**src/rtl/core/spf_pkg.sv**
```systemverilog
package spf_pkg;

   localparam logic [7:0] START_BYTE = 8'hAA;
   localparam logic [7:0] END_BYTE   = 8'h55;
   localparam logic [10:0] OVERHEAD  = 11'd7;

   // Depth of the job queue between front and back.
   localparam int JOB_DEPTH   = 4;
   localparam int JOB_PTR_W   = $clog2(JOB_DEPTH);
   localparam int JOB_COUNT_W = $clog2(JOB_DEPTH + 1);

   typedef struct packed {
      logic [7:0]  cmd;
      logic [10:0] payload_len;
      logic [7:0]  data_byte;
      logic        has_data;
      logic        last_item;
   } req_type;

   typedef struct packed {
      logic [7:0] frame_byte;
      logic       frame_end;
   } rsp_type;

   // One classified item: which byte groups it emits and their contents.
   typedef struct packed {
      logic       hdr;
      logic       has;
      logic       tail;
      logic [7:0] cmd;
      logic [7:0] len_lo;
      logic [7:0] len_hi;
      logic [7:0] seq;
      logic [7:0] data;
      logic [7:0] chk;
   } job_type;

   // Byte positions within the output of one job.
   typedef enum logic [2:0] {
      SLOT_START = 3'd0,
      SLOT_CMD   = 3'd1,
      SLOT_LEN_LO = 3'd2,
      SLOT_LEN_HI = 3'd3,
      SLOT_SEQ   = 3'd4,
      SLOT_DATA  = 3'd5,
      SLOT_CHK   = 3'd6,
      SLOT_END   = 3'd7
   } slot_type;

endpackage

```
**src/rtl/core/serial_packet_framer.sv**
```systemverilog
// The first byte an item causes passes through the job queue and then the output
// register before it appears on rsp_item, when the result side is not stalled.
// Rate: one frame byte per cycle while the consumer keeps popping. A payload item gives
// its data byte, an opening item five header bytes more and a closing item two more.
// Reset clears the packet state, the sequence number, the job queue and the output stage.
module serial_packet_framer #(
   parameter int MAX_PAYLOAD = 1024
) (
   input  logic              clock,
   input  logic              reset,
   input  logic              req_push,
   output logic              req_full,
   input  spf_pkg::req_type  req_item,
   output logic              rsp_empty,
   input  logic              rsp_pop,
   output spf_pkg::rsp_type  rsp_item
);

   // The front classifies each item as it arrives: it tracks whether a packet is
   // open or being dropped, stamps the sequence number and keeps the running
   // checksum. Each item that yields output becomes one job in a short queue.
   // The back walks a job's present byte slots into the output register one per cycle
   // when it is free, so a stalled consumer never blocks the front until the queue fills.

   logic              accept;
   logic              job_push;
   spf_pkg::job_type  front_job;
   logic              job_valid;
   logic              job_pop;
   spf_pkg::job_type  head_job;

   assign accept = req_push && !req_full;

   spf_front #(
      .MAX_PAYLOAD(MAX_PAYLOAD)
   ) u_front (
      .clock    (clock),
      .reset    (reset),
      .accept   (accept),
      .item     (req_item),
      .job_push (job_push),
      .job      (front_job)
   );

   // Items that yield no output (dropped packets) are still accepted only while
   // the queue has room, which keeps the full flag a plain queue status.
   spf_job_queue u_queue (
      .clock    (clock),
      .reset    (reset),
      .push     (job_push),
      .push_job (front_job),
      .full     (req_full),
      .valid    (job_valid),
      .head_job (head_job),
      .pop      (job_pop)
   );

   spf_back u_back (
      .clock     (clock),
      .reset     (reset),
      .job_valid (job_valid),
      .job       (head_job),
      .job_pop   (job_pop),
      .rsp_empty (rsp_empty),
      .rsp_pop   (rsp_pop),
      .rsp_item  (rsp_item)
   );

endmodule

```
**src/rtl/core/spf_front.sv**
```systemverilog
module spf_front #(
   parameter int MAX_PAYLOAD = 1024
) (
   input  logic              clock,
   input  logic              reset,
   input  logic              accept,
   input  spf_pkg::req_type  item,
   output logic              job_push,
   output spf_pkg::job_type  job
);

   logic       in_packet_ff, in_packet_in;
   logic       dropping_ff, dropping_in;
   logic [7:0] seq_ff, seq_in;
   logic [7:0] xor_ff, xor_in;

   logic [10:0] total;
   logic [7:0]  x_hdr;
   logic [7:0]  x_data;
   logic        oversize;

   assign total    = item.payload_len + spf_pkg::OVERHEAD;
   assign oversize = item.payload_len > 11'(MAX_PAYLOAD);

   always_comb begin
      in_packet_in = in_packet_ff;
      dropping_in  = dropping_ff;
      seq_in       = seq_ff;
      xor_in       = xor_ff;
      job_push     = 1'b0;
      x_hdr        = xor_ff;
      x_data       = xor_ff;

      job.hdr    = 1'b0;
      job.has    = item.has_data;
      job.tail   = item.last_item;
      job.cmd    = item.cmd;
      job.len_lo = total[7:0];
      job.len_hi = {5'd0, total[10:8]};
      job.seq    = seq_ff;
      job.data   = item.data_byte;
      job.chk    = 8'd0;

      if (!in_packet_ff) begin
         job.hdr = 1'b1;
         x_hdr   = item.cmd ^ total[7:0] ^ {5'd0, total[10:8]} ^ seq_ff;
      end
      x_data  = item.has_data ? (x_hdr ^ item.data_byte) : x_hdr;
      job.chk = x_data;

      if (accept) begin
         priority if (!in_packet_ff && oversize) begin
            in_packet_in = !item.last_item;
            dropping_in  = !item.last_item;
         end else if (in_packet_ff && dropping_ff) begin
            if (item.last_item) begin
               in_packet_in = 1'b0;
               dropping_in  = 1'b0;
            end
         end else begin
            if (!in_packet_ff) begin
               seq_in = seq_ff + 8'd1;
            end
            job_push = job.hdr || item.has_data || item.last_item;
            dropping_in = 1'b0;
            if (item.last_item) begin
               in_packet_in = 1'b0;
               xor_in       = 8'd0;
            end else begin
               in_packet_in = 1'b1;
               xor_in       = x_data;
            end
         end
      end
   end

   always_ff @(posedge clock) begin
      if (reset) begin
         in_packet_ff <= 1'b0;
         dropping_ff  <= 1'b0;
         seq_ff       <= 8'd0;
         xor_ff       <= 8'd0;
      end else begin
         in_packet_ff <= in_packet_in;
         dropping_ff  <= dropping_in;
         seq_ff       <= seq_in;
         xor_ff       <= xor_in;
      end
   end

endmodule

```
**src/rtl/core/spf_job_queue.sv**
```systemverilog
module spf_job_queue (
   input  logic              clock,
   input  logic              reset,
   input  logic              push,
   input  spf_pkg::job_type  push_job,
   output logic              full,
   output logic              valid,
   output spf_pkg::job_type  head_job,
   input  logic              pop
);

   spf_pkg::job_type mem [spf_pkg::JOB_DEPTH];

   logic [spf_pkg::JOB_PTR_W-1:0]   wr_ptr_ff, wr_ptr_in;
   logic [spf_pkg::JOB_PTR_W-1:0]   rd_ptr_ff, rd_ptr_in;
   logic [spf_pkg::JOB_COUNT_W-1:0] count_ff, count_in;
   logic                            do_push;
   logic                            do_pop;

   assign full     = count_ff == spf_pkg::JOB_COUNT_W'(spf_pkg::JOB_DEPTH);
   assign valid    = count_ff != '0;
   assign head_job = mem[rd_ptr_ff];
   assign do_push  = push && !full;
   assign do_pop   = pop && valid;

   always_comb begin
      wr_ptr_in = do_push ? wr_ptr_ff + spf_pkg::JOB_PTR_W'(1) : wr_ptr_ff;
      rd_ptr_in = do_pop ? rd_ptr_ff + spf_pkg::JOB_PTR_W'(1) : rd_ptr_ff;
      count_in  = count_ff;
      if (do_push && !do_pop) begin
         count_in = count_ff + spf_pkg::JOB_COUNT_W'(1);
      end else if (do_pop && !do_push) begin
         count_in = count_ff - spf_pkg::JOB_COUNT_W'(1);
      end
   end

   always_ff @(posedge clock) begin
      if (do_push) begin
         mem[wr_ptr_ff] <= push_job;
      end
   end

   always_ff @(posedge clock) begin
      if (reset) begin
         wr_ptr_ff <= '0;
         rd_ptr_ff <= '0;
         count_ff  <= '0;
      end else begin
         wr_ptr_ff <= wr_ptr_in;
         rd_ptr_ff <= rd_ptr_in;
         count_ff  <= count_in;
      end
   end

endmodule

```
**src/rtl/core/spf_back.sv**
```systemverilog
module spf_back (
   input  logic              clock,
   input  logic              reset,
   input  logic              job_valid,
   input  spf_pkg::job_type  job,
   output logic              job_pop,
   output logic              rsp_empty,
   input  logic              rsp_pop,
   output spf_pkg::rsp_type  rsp_item
);

   logic [2:0]        pos_ff, pos_in;
   logic              out_valid_ff, out_valid_in;
   spf_pkg::rsp_type  out_ff, out_in;

   logic [7:0]        mask;
   logic [7:0]        ge_mask;
   logic [7:0]        masked;
   logic [7:0]        rest;
   logic [2:0]        slot;
   logic              load;
   spf_pkg::rsp_type  byte_sel;

   assign mask    = {job.tail, job.tail, job.has, {5{job.hdr}}};
   assign ge_mask = 8'hFF << pos_ff;
   assign masked  = mask & ge_mask;
   assign rest    = masked & (masked - 8'd1);
   assign load    = job_valid && (!out_valid_ff || rsp_pop);
   assign job_pop = load && (rest == 8'd0);

   always_comb begin
      slot = 3'd0;
      for (int i = 7; i >= 0; i--) begin
         if (masked[i]) begin
            slot = 3'(i);
         end
      end
   end

   always_comb begin
      byte_sel.frame_end = 1'b0;
      unique case (spf_pkg::slot_type'(slot))
         spf_pkg::SLOT_START:  byte_sel.frame_byte = spf_pkg::START_BYTE;
         spf_pkg::SLOT_CMD:    byte_sel.frame_byte = job.cmd;
         spf_pkg::SLOT_LEN_LO: byte_sel.frame_byte = job.len_lo;
         spf_pkg::SLOT_LEN_HI: byte_sel.frame_byte = job.len_hi;
         spf_pkg::SLOT_SEQ:    byte_sel.frame_byte = job.seq;
         spf_pkg::SLOT_DATA:   byte_sel.frame_byte = job.data;
         spf_pkg::SLOT_CHK:    byte_sel.frame_byte = job.chk;
         spf_pkg::SLOT_END: begin
            byte_sel.frame_byte = spf_pkg::END_BYTE;
            byte_sel.frame_end  = 1'b1;
         end
      endcase
   end

   always_comb begin
      pos_in       = pos_ff;
      out_in       = out_ff;
      out_valid_in = out_valid_ff && !rsp_pop;
      if (load) begin
         out_in       = byte_sel;
         out_valid_in = 1'b1;
         pos_in       = job_pop ? 3'd0 : slot + 3'd1;
      end
   end

   assign rsp_empty = !out_valid_ff;
   assign rsp_item  = out_ff;

   always_ff @(posedge clock) begin
      out_ff <= out_in;
   end

   always_ff @(posedge clock) begin
      if (reset) begin
         pos_ff       <= 3'd0;
         out_valid_ff <= 1'b0;
      end else begin
         pos_ff       <= pos_in;
         out_valid_ff <= out_valid_in;
      end
   end

endmodule
```
**config.mk**
```make
export PLATFORM = sky130hd
export DESIGN_NAME = serial_packet_framer
export DESIGN_NICKNAME = d
export VERILOG_FILES = /design/src/rtl/core/spf_pkg.sv /design/src/rtl/core/serial_packet_framer.sv /design/src/rtl/core/spf_front.sv /design/src/rtl/core/spf_job_queue.sv /design/src/rtl/core/spf_back.sv
export SDC_FILE = /design/constraint.sdc
export NUM_CORES = 1
export LEC_CHECK = 0
export BUFFER_PORTS_ARGS = -buffer_cell sky130_fd_sc_hd__buf_4
export CAP_MARGIN = 10
export CORE_ASPECT_RATIO = 1.5
export CORE_UTILIZATION = 50
export CTS_CLUSTER_DIAMETER = 80
export DETAILED_ROUTE_END_ITERATION = 10
export PLACE_DENSITY = 0.69
export SYNTH_ARGS = -nofsm -noshare
export SYNTH_HDL_FRONTEND = slang
export SYNTH_HIERARCHICAL = 1
export SYNTH_SLANG_ARGS = --single-unit
```
**constraint.sdc**
```tcl
create_clock -name clock -period 6.2 [get_ports clock]
set_input_delay 0.31 -clock clock [delete_from_list [all_inputs] [get_ports clock]]
set_output_delay 0.31 -clock clock [all_outputs]
set_load 0.01 [all_outputs]
```
Word level (Yosys, flattened, before mapping)
Memory sizes are Yosys's and may differ from the RTL's. A register that Yosys moved wholly into a read port is not among the register bits. Cells that the tools add are included.

$lt $le $gt $ge: 1. Bitwise operators: 9. Reductions and logical operators: 27. Equality and inequality tests: 9. Add/subtract/negate cells: 8. Shifts and indexed selects: 1. Mux-type cells: 31.

Operators by type and width (count): $pmux 8 s8 (1); $mux 3 (11); $mux 8 (3); $xor 8x8->8 (3); $and 8x8->8 (2); $eq 3x3->1 const B (5); $mux 1 (14); $add 11x3->11 const B (1); $gt 11x11->1 const B (1); $logic_and 1x1->1 (10); $add 8x1->8 const B (1); $logic_not 8->1 (1); $shl 8x3->8 const A (1); $sub 8x1->8 const B (1); $xor 8x3->8 (1); $logic_not 1->1 (7); $add 3x1->3 const B (2); $eq 3x2->1 const B (2); $add 2x1->2 const B (2); $mux 2 (2); $reduce_and 4->1 (1); $eq 3x1->1 const B (1); $logic_not 3->1 (1); $logic_or 1x1->1 (3); 7 further kinds (9).

RAM bits: 184. Bits in registers: 38. Memories: 1. Output and inout bits: 11. Word-level logic and storage cells: 98.

Memory list: u_queue.mem (words 4, bits a word 46, read ports 1, clocked after Yosys merged registers in 1, wr ports 1, RTL line spf_job_queue.sv:12) `spf_pkg::job_type mem [spf_pkg::JOB_DEPTH];`.

Logic depth before layout (Yosys ltp)
Word-level depth: 12. Depth in mapped cells: 15.

Modules after synthesis
Netlist, hierarchy kept.

By module, submodules not included: spf_job_queue (area an instance 7886.3 um2, instances 1, cells each 315); spf_front (area an instance 1636.6 um2, instances 1, cells each 185); spf_back (area an instance 1021.0 um2, instances 1, cells each 99); serial_packet_framer (area an instance 13.8 um2, instances 1, cells each 1).

Worst setup path before layout
No wires, ideal clock.

Path kind: input to register. From: input req_item[10] (netlist name). To: memory u_queue/mem[0][0] (netlist name) (enable). Slack: 2.827 ns. Data arrival time: 2.959 ns. Stages on the path: 10. Data required time: 5.786 ns. Library setup time: 0.414 ns. Cells stage by stage: inv_1 > ha_1 > nor2b_4 > nand3_1 > a2bb2oi_2 > buf_2 > a21oi_1 > inv_1 > nor2_2 > and2_1.

Word-level cells in the longest chain between the ends: 7.

RTL lines: start: declaration (RTL line serial_packet_framer.sv:13) `input spf_pkg::req_type req_item,`; $gt 11x11->1 (RTL line spf_front.sv:23) `assign oversize = item.payload_len > 11'(MAX_PAYLOAD);`; $logic_and 1x1->1 (RTL line spf_front.sv:52) `priority if (!in_packet_ff && oversize) begin`; $mux 1 (RTL line spf_front.sv:52); $mux 1 (RTL line spf_front.sv:51) `if (accept) begin`; named net job_push (RTL line serial_packet_framer.sv:26) `logic job_push;`; $logic_and 1x1->1 (RTL line spf_job_queue.sv:23) `assign do_push = push && !full;`; named net u_queue.do_push (RTL line spf_job_queue.sv:17) `logic do_push;`; $mux 1 (RTL line spf_job_queue.sv:38) `if (do_push) begin`; $mux 1 (not written as such) (RTL line spf_job_queue.sv:39) `mem[wr_ptr_ff] <= push_job;`; end: declaration (RTL line spf_job_queue.sv:12).

The timed path passes the listed nets, and every way through them passes these cells.

==> metrics.md <==
| Metric | Value |
|---|---|
| Vias per cell | `5.83` |
| Final wirelength | `21.4 mm` |
| DR iter-0 viols | `367` |
| Worst r2r path cells | `9` |
| Hold Path Depth | `1` |
| Share of layout cells above drive strength 1 | `0.264` |
| Leading cell type in the layout, fill and taps excluded | `edfxtp_1` |
| Nets@finish | `677` |
| Async S/R FF share, synth | `0` |
| Critical Path Stages | `9` |
| Cells after synthesis | `600` |
| Drc violations | `0` |
| GPL Wtd Cong | `0.773` |
| Commonest non-fill, non-tap cells in the layout | `edfxtp_1 (213), mux4_2 (51), buf_4 (49)` |
| CTS max path bufs | `3` |
| Final Max Tran Viols | `0` |
| Post-synth cell types | `68` |
| Post-route setup TNS | `0 ns` |
| Multi-input gate area | `3120 um2` |
| Routed wire per std cell | `23.5 um` |
| Worst-margin pin slew | `0.820 ns` |
| Critical path capture point type | `register` |
| Yosys warns | `6` |
| Post-cts sizing count | `0` |
| Hold buffers post-CTS | `0` |
| HP Class | `in -> reg` |
| Setup-failing EPs final | `0` |
| Top cells by area, synth | `edfxtp_1 (61%), mux4_2 (11%), dfxtp_1 (5.9%)` |
| Crit Path Category | `reg -> reg` |
| Max Clk Rate | `0.268 GHz` |
| Vias in the first global route | `5608` |
| Sequential area share after synthesis | `0.665` |
| Total number of vias | `5312` |
| Static Leak | `3.90 nW` |
| CTS clock-pin slew for the worst setup and hold paths | `0.06 ns` |
| Worst-skew pair later-pin latency | `0.50 ns` |
| Std cell rows | `64` |
| Largest net degree at the start of global routing | `34` |
| Avg Cell Area, Syn | `17.6 um2` |
| First-pass GRT wire length | `32.9 mm` |
| Post-DP HPWL | `14.6 mm` |
| Final Instance Area | `11700 um2` |
| Register share of total power | `0.471` |
| CP Cell Sequence | `mux4_2 > and2b_1 > a21oi_4 > inv_1 > ha_1 > or4_1 > nor2_1 > a221o_1 > a221o_1` |
| Crit path largest cell delay | `0.63 ns` |
| FF+latch count, synth | `244` |
| H-Tree Level Count | `1` |
| Critical path arrival | `4.09 ns` |
| Switching power | `1.21 mW` |
| Number of flops mapped to enable cells by yosys | `213` |
| Top cell type's share of synthesized area | `0.606` |
| CTS tree | `yes` |
| Root Driver | `clkbuf_16` |
| Max_cap viols | `0` |
| Int Pwr | `3.32 mW` |
| DRT Pass-1 Iters | `5` |
| Critical-path top delay cell | `mux4_2` |
| Total power per unit cell area | `388 nW/um2` |
| # fillers | `1543` |
| CP top delay family | `simple AND/OR/NAND/NOR gates` |
| Post-synth top area cell | `edfxtp_1` |
| CP max FO | `20` |
| Worst path bufs/invs | `1` |
| Setup repair after global routing missed its margin | `no` |
| Synth Flop Type | `edfxtp_1` |
| Total GRT Usage | `0.206` |
| Crit path required time | `6.56 ns` |
| Clock group share of total power | `0.311` |
| Clock Skew | `0.00777 ns` |
| Worst Slack Setup Final | `2.47 ns` |
| Final hold violation count | `0` |
| Peak VDD IR | `0.000189 V` |
| Synth Cell Area | `10600 um2` |
| Die Ht | `180 um` |
| Switching share of power | `0.267` |
| Run status | `finished, final reports clean` |
| Initial antenna violation count | `0` |
| CP most frequent cell | `a221o_1` |
| Initial Util | `0.513` |
| Core area | `20600 um2` |
| Die width | `121 um` |
| Number of buffers added on ports | `43` |
| Remaining antenna violation count | `0` |
| Final period utilization | `0.601` |
| Pre-CTS setup slack | `2.47 ns` |
| Overflow left after global routing | `0` |
| Slew HR | `0.453` |
| Clock sink total | `244` |
| Area after DPL | `10900 um2` |
| Hold slack | `0.0359 ns` |
| Startpoint Class | `register` |
| Ports | `44` |
| CTS buffer count | `23` |
| Die area | `21700 um2` |
| Setup Buffers After CTS | `0` |
| # diodes | `0` |
| Register area | `7020 um2` |
| Comb pwr share | `0.217` |
| Fin crit period | `3.73 ns` |
| Area Growth Syn to Fin | `10.5%` |
| Total Power | `4.53 mW` |
## sequential cells by signal (all words and copies together) (netlist names), 2 cells and up, named ones only
name / cells
u_queue/count_ff: 3
u_queue/mem: 204
u_queue/rd_ptr_ff: 2
u_front/xor_ff: 8
u_back/pos_ff: 3
u_queue/wr_ptr_ff: 2
u_back/rsp_item: 9
u_front/seq_ff: 8
## power groups by stage
stage          Sequential, mW  Clock [mW]  Combinational [mW]
5_1_grt                  2.16        1.49                1.07
3_3_place_gp             2.16           0               0.975
3_5_place_dp             2.17           0               0.996
2_1_floorplan            2.14           0               0.724
4_1_cts                  2.14        1.43                1.00
6_report                 2.14        1.41               0.984
## layout make-up
class                   instances  area share
multi-input cells             295       0.267
clock buffers                  28      0.0509
inverters                      19     0.00611
flip-flops and latches        244       0.602
well taps                     264      0.0283
clock inverters                12      0.0138
repair buffers                 49      0.0315
## cells by family after synthesis
logic type	share of synthesized area
other	0.000355
DFF	0.665
xor gates and xnor gates	0.0467
adders and majority gates	0.0149
AOI/OAI and AO/OA	0.0480
muxes	0.135
and+or+nand+nor	0.0489
buffers and inverters	0.0417
## worst register-to-register path, stage by stage (launching register included)
cell     delay [ns]
dfxtp_4        0.60
mux4_2         0.63
and2b_1        0.23
a21oi_4        0.57
inv_1          0.11
ha_1           0.34
or4_1          0.53
nor2_1         0.27
a221o_1        0.17
a221o_1        0.13
## final timing paths
kind	start	end	slack [ns]
max	register	u_back/rsp_item[4]$_DFFE_PP_	2.47
min reg2reg	u_front/xor_ff[4]$_SDFFE_PP0P_	u_front/xor_ff[4]$_SDFFE_PP0P_	0.50
min	req_item[5]	u_queue/mem[1][11]$_DFFE_PP_	0.04
max reg2reg	register	u_back/rsp_item[4]$_DFFE_PP_	2.47
## per-stage QoR
step | utilization | instances
after floorplan | - | 604
after global placement | 0.530 | 871
after detailed placement | 0.530 | 871
after CTS | 0.567 | 911
after global routing | 0.567 | 911
final | 0.567 | 911
## cell usage after synthesis (11+ instances only)
library cell and n:
edfxtp_1 213, mux4_2 51, dfxtp_1 31, nand2_1 28
buf_4 24, xnor2_1 24, xor2_1 19, inv_1 18
nor2_1 18, a21oi_1 14, a221o_1 14, ha_1 11
## routing by layer
metal | vias to the layer above | global-route usage | wire length (um)
li1 | 2394 | - | -
met1 | 2748 | 0.242 | 7880
met2 | 130 | 0.383 | 11900
met3 | 40 | 0.0200 | 790
met4 | 0 | 0.0800 | 778
met5 | - | 0 | 0
(Power assumes the default switching activity.)
